File: config.mk
export PLATFORM = sky130hd
export DESIGN_NAME = qs_sqrt
export DESIGN_NICKNAME = d
export VERILOG_FILES = /design/src/hdl/qs_pkg.sv /design/src/hdl/qs_sqrt.sv
export SDC_FILE = /design/constraint.sdc
export NUM_CORES = 2
export LEC_CHECK = 0
export BUFFER_PORTS_ARGS = -buffer_cell sky130_fd_sc_hd__buf_2
export CAP_MARGIN = 0
export CORE_ASPECT_RATIO = 2
export CORE_UTILIZATION = 32
export DETAILED_ROUTE_END_ITERATION = 8
export GPL_ROUTABILITY_DRIVEN = 0
export MAX_ROUTING_LAYER = met4
export PLACE_DENSITY = 0.46
export SYNTH_ARGS = -nofsm -noshare
export SYNTH_HDL_FRONTEND = slang
export SYNTH_SLANG_ARGS = --single-unit
File: constraint.sdc
create_clock -name clk -period 9.35 [get_ports clk]
set_input_delay 0.935 -clock clk [delete_from_list [all_inputs] [get_ports clk]]
set_output_delay 0.935 -clock clk [all_outputs]
set_load 0.05 [all_outputs]
File: src/hdl/qs_pkg.sv
// ----------------------------------------------------------------------------
// qs_pkg
// Shared widths, constants and the arctangent table for the slerp pipeline.
// ----------------------------------------------------------------------------
package qs_pkg;

  localparam int STEPS  = 30;   // cordic iterations
  localparam int DOT_W  = 34;   // four-term dot product, Q.28
  localparam int C_W    = 30;   // |dot| in Q.30
  localparam int S_W    = 31;   // sin(theta) in Q.30
  localparam int ANG_W  = 33;   // angles in Q.30
  localparam int XY_W   = 34;   // cordic x / y
  localparam int SQ_W   = 61;   // sqrt radicand
  localparam int SQ_N   = 31;   // sqrt result bits
  localparam int Q_W    = 46;   // coefficient quotient magnitude
  localparam int K_W    = 47;   // signed coefficient
  localparam int REM_W  = 31;   // divider remainder

  localparam logic [14:0]              BLEND_ONE = 15'd16384;
  localparam logic signed [XY_W-1:0]   INV_GAIN  = 34'sh26DD3B6A;
  localparam logic signed [DOT_W-1:0]  DOT_ONE   = 34'sd268435456;
  localparam logic [S_W-1:0]           S_MIN     = 31'd46340;
  localparam logic [S_W-1:0]           S_MAX     = 31'h40000000;

  typedef logic signed [15:0] comp_t;

  typedef struct packed {
    logic [3:0][15:0] src;    // w, x, y, z
    logic [3:0][15:0] dst;
    logic [14:0]      blend;  // clamped to one
    logic             neg;
    logic             big;
  } side_t;

  function automatic logic [30:0] atan_q(input int i);
    logic [30:0] v;
    case (i)
      0:  v = 31'h3243F6A8;
      1:  v = 31'h1DAC6705;
      2:  v = 31'h0FADBAFC;
      3:  v = 31'h07F56EA6;
      4:  v = 31'h03FEAB76;
      5:  v = 31'h01FFD55B;
      6:  v = 31'h00FFFAAA;
      7:  v = 31'h007FFF55;
      8:  v = 31'h003FFFEA;
      9:  v = 31'h001FFFFD;
      10: v = 31'h000FFFFF;
      11: v = 31'h0007FFFF;
      12: v = 31'h0003FFFF;
      13: v = 31'h0001FFFF;
      14: v = 31'h0000FFFF;
      15: v = 31'h00007FFF;
      16: v = 31'h00003FFF;
      17: v = 31'h00001FFF;
      18: v = 31'h00000FFF;
      19: v = 31'h000007FF;
      20: v = 31'h000003FF;
      21: v = 31'h000001FF;
      22: v = 31'h000000FF;
      23: v = 31'h0000007F;
      24: v = 31'h0000003F;
      25: v = 31'h0000001F;
      26: v = 31'h0000000F;
      27: v = 31'h00000008;
      28: v = 31'h00000004;
      29: v = 31'h00000002;
      default: v = '0;
    endcase
    return v;
  endfunction

endpackage

File: src/hdl/qs_sqrt.sv
// ----------------------------------------------------------------------------
// qs_sqrt
// Pipelined integer square root, one result bit per stage.
// ----------------------------------------------------------------------------
module qs_sqrt #(
  parameter int SW = 8
) (
  input  logic                      clk,
  input  logic                      rst_n,
  input  logic                      adv,
  input  logic                      in_vld,
  input  logic [qs_pkg::SQ_W-1:0]   in_v,
  input  logic [SW-1:0]             in_side,
  output logic                      out_vld,
  output logic [qs_pkg::SQ_N-1:0]   out_root,
  output logic [SW-1:0]             out_side
);

  localparam int N  = qs_pkg::SQ_N;
  localparam int RW = qs_pkg::SQ_W + 1;

  logic [N-1:0]             vld_r;
  logic [qs_pkg::SQ_W-1:0]  rem_r  [N];
  logic [RW-1:0]            root_r [N];
  logic [SW-1:0]            side_r [N];

  for (genvar j = 0; j < N; j++) begin : g_st
    localparam logic [RW-1:0] BITV = RW'(1) << (2 * (N - 1 - j));
    logic                     vin;
    logic [qs_pkg::SQ_W-1:0]  rin;
    logic [RW-1:0]            qin;
    logic [SW-1:0]            sin;
    logic [RW:0]              trial;
    logic [qs_pkg::SQ_W-1:0]  rem_nxt;
    logic [RW-1:0]            root_nxt;

    if (j == 0) begin : g_first
      assign vin = in_vld;
      assign rin = in_v;
      assign qin = '0;
      assign sin = in_side;
    end else begin : g_next
      assign vin = vld_r[j-1];
      assign rin = rem_r[j-1];
      assign qin = root_r[j-1];
      assign sin = side_r[j-1];
    end

    assign trial = {1'b0, qin} + {1'b0, BITV};

    always_comb begin
      if ({2'b00, rin} >= trial) begin
        rem_nxt  = rin - trial[qs_pkg::SQ_W-1:0];
        root_nxt = (qin >> 1) + BITV;
      end else begin
        rem_nxt  = rin;
        root_nxt = qin >> 1;
      end
    end

    always_ff @(posedge clk) begin
      if (!rst_n) begin
        vld_r[j] <= 1'b0;
      end else if (adv) begin
        vld_r[j] <= vin;
      end
    end

    always_ff @(posedge clk) begin
      if (adv) begin
        rem_r[j]  <= rem_nxt;
        root_r[j] <= root_nxt;
        side_r[j] <= sin;
      end
    end
  end

  assign out_vld  = vld_r[N-1];
  assign out_root = root_r[N-1][N-1:0];
  assign out_side = side_r[N-1];

endmodule

## Word level (Yosys, flattened, before mapping)

Memory sizes are Yosys's and may differ from the RTL's.
Cells that the tools add are included.
W data, S select, Z words.

- Flip-flop bits (word level): 31
- RAM bits: 4061
- Input bits: 73
- Word-level logic and storage cells: 220
- Memories: 3

- Add/subtract/negate cells: 91
- Magnitude comparators: 31
- Muxes and demuxes: 64

Memory list:

| name | words | bits a word | rd ports | clocked after Yosys merged registers in | wr ports | line | text |
|---|---|---|---|---|---|---|---|
| root_r | 31 | 62 | 31 | 0 | 31 | qs_sqrt.sv:24 | `logic [RW-1:0] root_r [N];` |
| rem_r | 31 | 61 | 30 | 0 | 31 | qs_sqrt.sv:23 | `logic [qs_pkg::SQ_W-1:0] rem_r [N];` |
| side_r | 31 | 8 | 31 | 0 | 31 | qs_sqrt.sv:25 | `logic [SW-1:0] side_r [N];` |

Operators with widths:

| kind | number |
|---|---|
| $mux W61 | 32 |
| $ge A61 B63 Y1 | 30 |
| $mux W62 | 30 |
| $sub A61 B61 Y61 | 30 |
| $add A62 B1 Y63 const B | 1 |
| $add A62 B11 Y63 const B | 1 |
| $add A62 B13 Y63 const B | 1 |
| $add A62 B15 Y63 const B | 1 |
| $add A62 B17 Y63 const B | 1 |
| $add A62 B19 Y63 const B | 1 |
| $add A62 B21 Y63 const B | 1 |
| $add A62 B23 Y63 const B | 1 |
| $add A62 B25 Y63 const B | 1 |
| $add A62 B27 Y63 const B | 1 |
| $add A62 B29 Y63 const B | 1 |
| $add A62 B3 Y63 const B | 1 |
| $add A62 B31 Y63 const B | 1 |
| $add A62 B33 Y63 const B | 1 |
| $add A62 B35 Y63 const B | 1 |
| $add A62 B37 Y63 const B | 1 |
| $add A62 B39 Y63 const B | 1 |
| $add A62 B41 Y63 const B | 1 |
| $add A62 B43 Y63 const B | 1 |
| $add A62 B45 Y63 const B | 1 |
| 43 further kinds | 44 |

## Depth between registers and ports, before layout

An unclocked memory read counts as a cell.

- Depth in word-level cells: 4
- Mapped depth: 15
- Depth with buffers taken out: 13

## Least setup slack after synthesis

Ideal clock, no wire load.

- Path type: reg2reg
- Start point: memory rem_r[9][38] (netlist name)
- End point: memory rem_r[9][121] (netlist name) (data pin)
- Setup time: 0.267 ns
- Arrival: 3.283 ns
- Required time: 9.083 ns
- Setup slack: 5.801 ns
- Cell stages (with the launch flop): 14
- Path buffers: 2
- Path through: edfxtp_1 ha_1 clkbuf_1 nand3_1 or4_1 nor4_1 a211oi_1 and3_1 clkbuf_1 inv_2 o2111ai_1 or4_1 nor3b_1 xor2_1

RTL lines:

| what | line |
|---|---|
| start: declaration | qs_sqrt.sv:23 |

==> results.py <==
metrics = {
    "setup_path": {
        "crit_start": "rem_r[13][70]$_DFFE_PP_",
        "cp.arrival_ps": 6030,
        "rr_startpoint": "rem_r[13][70]$_DFFE_PP_",
        "endpoint_kind": "flip-flop",
        "reg2reg_to": "rem_r[14][29]$_DFFE_PP_",
        "worstSetupStartpointType": "flip-flop",
        "cp.required_ps": 9940,
        "crit_fanout": 37,
        "worstSetupEndpoint": "rem_r[14][29]$_DFFE_PP_",
        "worst-r2r-setup-slack_ps": 3910,
        "crit_type": "flip-flop to flip-flop",
        "r2r_cells": 11,
    },
    "timing": {
        "finalCriticalPeriod_ps": 5440,
        "slew_viol_final": 0,
        "fin_crit_sh_pct": 58.2,
        "setup_tns_ps": 0,
        "worstMarginPinSlew_ps": 1490,
        "finClkSkew_ps": 90.3,
        "setup-violations-final": 0,
        "rsz0062_at_grt": "no",
        "fmax_mhz": 184,
        "slew_headroom_pct": 0.237,
        "hold_viol_final": 0,
    },
    "power": {
        "power.leakage_nw": 49.7,
        "ir_drop_v": 0.000208,
        "powerDensity_nw_per_um2": 250,
        "p_total_mw": 33.9,
    },
    "route": {
        "detail-route-antenna-nets": 0,
        "routed_via_density": 5.04,
        "drtIter0Drc": 3376,
        "dr.pass1.iters": 6,
        "wirelength_mm": 343,
        "detail_route.drc_violations": 0,
        "route.detailed.wl_per_inst_um": 23.3,
        "via_count": 74200,
    },
    "global_routing": {
        "antenna_found_initial": 17,
        "grt_pass1_wl_mm": 489,
        "grt.total_usage_pct": 18.3,
        "grt_pass1_vias": 81300,
        "grt_remaining_overflow": 0,
        "grt_max_degree": 179,
    },
    "synthesis": {
        "yosys_warnings": 0,
        "syn-num-nets": 9777,
        "yosysMostFrequentCell": "edfxtp_1",
        "synthFlopType": "edfxtp_1",
        "mappedNetlistArea_um2": 120000,
        "syn_inst": 9181,
        "synth_top_area_cell": "edfxtp_1",
        "synth_edf_count": 2574,
        "async_flop_share_pct": 0,
        "yosysSeqAreaShare_pct": 64.9,
        "synth.avg_cell_area_um2": 13.1,
        "synth.top_cell.area_share_pct": 64.4,
        "synthTopCellsByCount": "edfxtp_1 (2574), inv_1 (642), a21oi_1 (592), nor2_1 (574), nand2_1 (543)",
        "synth_seq_cells": 2605,
        "synth.area.top_cells": "edfxtp_1 (64%), ha_1 (5.4%), xnor2_1 (3.0%), xor2_1 (2.8%), a21oi_1 (2.5%)",
        "synth.distinct_cells": 93,
    },
    "finish": {
        "fill_cells": 35900,
        "drive_gt1_share_pct": 7.99,
        "fin_cells": 14700,
        "syn_to_final_growth_pct": 13.2,
        "regArea_um2": 77900,
        "multi_input_area_um2": 39300,
        "fin_util_pct": 36.5,
        "layout.nets": 10100,
    },
    "clocking": {
        "cts_buffer_depth": 4,
        "cts-resized-gates": 0,
        "cts_root_buffer": "clkbuf_16",
        "clkLatencyLatePin_ps": 940,
        "path_clk_slew_ps": 60,
        "cts.sinks": 2605,
        "hold_buffers": 0,
        "cts.htree.levels": 5,
        "cts_setup_buffers": 0,
        "cts_tree": "done",
        "cts_made_buffers": 266,
    },
    "floorplan": {
        "dieArea_um2": 378000,
        "initial_core_util_pct": 32.2,
        "io_pins": 113,
        "core_um2": 373000,
        "num_rows": 317,
        "die_x_um": 435,
        "dieHeight_um": 868,
    },
    "worst_hold_path": {
        "holdCritPathClass": "primary input to flip-flop",
        "whs_path_depth": 1,
    },
    "outcome": {
        "violations": "max-capacitance violations",
        "outcome": "finished with violations",
    },
    "placement": {
        "place_inst": 14200,
        "portBuffers": 112,
        "hpwlAfterDp_mm": 266,
    },
    "flow_run": {
        "max_cap_violations": 1,
    },
}
## cell usage in the layout, fill, tap and decap left out, types with 132 or more instances in the layout
| cell | n |
|---|---|
| edfxtp_1 | 2574 |
| inv_1 | 642 |
| a21oi_1 | 592 |
| nor2_1 | 572 |
| nand2_1 | 543 |
| ha_1 | 523 |
| xnor2_1 | 411 |
| o21ai_0 | 384 |
| xor2_1 | 382 |
| nor4_1 | 278 |
| clkbuf_16 | 274 |
| nor3_1 | 207 |
| a21o_1 | 192 |
| nand3_1 | 144 |
| nand4_1 | 132 |
## cells by family (layout without fill, tap and decap cells)
kind of cell / count (synthesis) / in the layout / share of synthesized area (%)
and+or+nand+nor: 2603 / 2603 / 11.4
buffers and inverters: 836 / 1319 / 2.66
xor gates and xnor gates: 793 / 793 / 5.78
DFF: 2605 / 2605 / 64.9
muxes: 123 / 123 / 1.11
adders and majority gates: 523 / 523 / 5.45
other: 1 / 109 / 0.00312
AOI/OAI and AO/OA: 1697 / 1697 / 8.76
## area by class of cell
class	count	area share, %
diodes	108	0.199
clock buffers	330	5.20
clock inverters	127	0.936
inverters	650	1.79
multi-input cells	5740	28.9
flip-flops and latches	2605	57.3
well taps	4944	4.55
repair buffers	212	1.12
## sequential cells by signal, summed over array words and instances (netlist names)
register,cells
g_st.vin,30
out_vld,1
rem_r,1830
root_r,496
side_r,248
## routing by layer
layer	global-route usage [%]	routed length (um)
met2	41.0	220000
met5	-	0
met3	2.06	8610
met4	18.6	40600
met1	9.25	74000
## where the power goes
part           internal, mW  leakage (nW)  total (mW)  switching, mW
combinational          2.82          20.6        7.52           4.70
sequential             14.8          25.1        15.8           1.10
clock                  6.01          4.07        10.6           4.56
total                  23.6          49.7        33.9           10.4
## metrics by stage
stage / worst slack, ps / instance area [um2] / hold WS [ps]
2_1_floorplan: 5800 / 120000 / 400
3_3_place_gp: 2660 / 127000 / 400
3_5_place_dp: 3690 / 127000 / 405
4_1_cts: 3620 / 136000 / 82.2
5_1_grt: 3420 / 136000 / 101
6_report: 3910 / 136000 / 164
## critical path: stages (launching register included)
cell	delay (ps)
edfxtp_1	400
ha_1	410
a211oi_1	530
nor3_1	150
nor4_1	750
o21ai_0	520
a41oi_1	690
o21ba_2	660
inv_1	350
buf_4	350
nor2_1	170
a21oi_1	50
## worst min path at each step
stage                            start                       to  slack [ps]
2_1_floorplan   side_r[9][0]$_DFFE_PP_  side_r[10][0]$_DFFE_PP_         400
3_3_place_gp   side_r[29][2]$_DFFE_PP_  side_r[30][2]$_DFFE_PP_         400
3_5_place_dp    side_r[0][0]$_DFFE_PP_   side_r[1][0]$_DFFE_PP_         400
4_1_cts                        in_v[5]    rem_r[0][5]$_DFFE_PP_          80
5_1_grt                       in_v[24]   rem_r[0][24]$_DFFE_PP_         100
6_report                      in_v[17]   rem_r[0][17]$_DFFE_PP_         160
No activity file was read; power rests on OpenSTA's default activity.
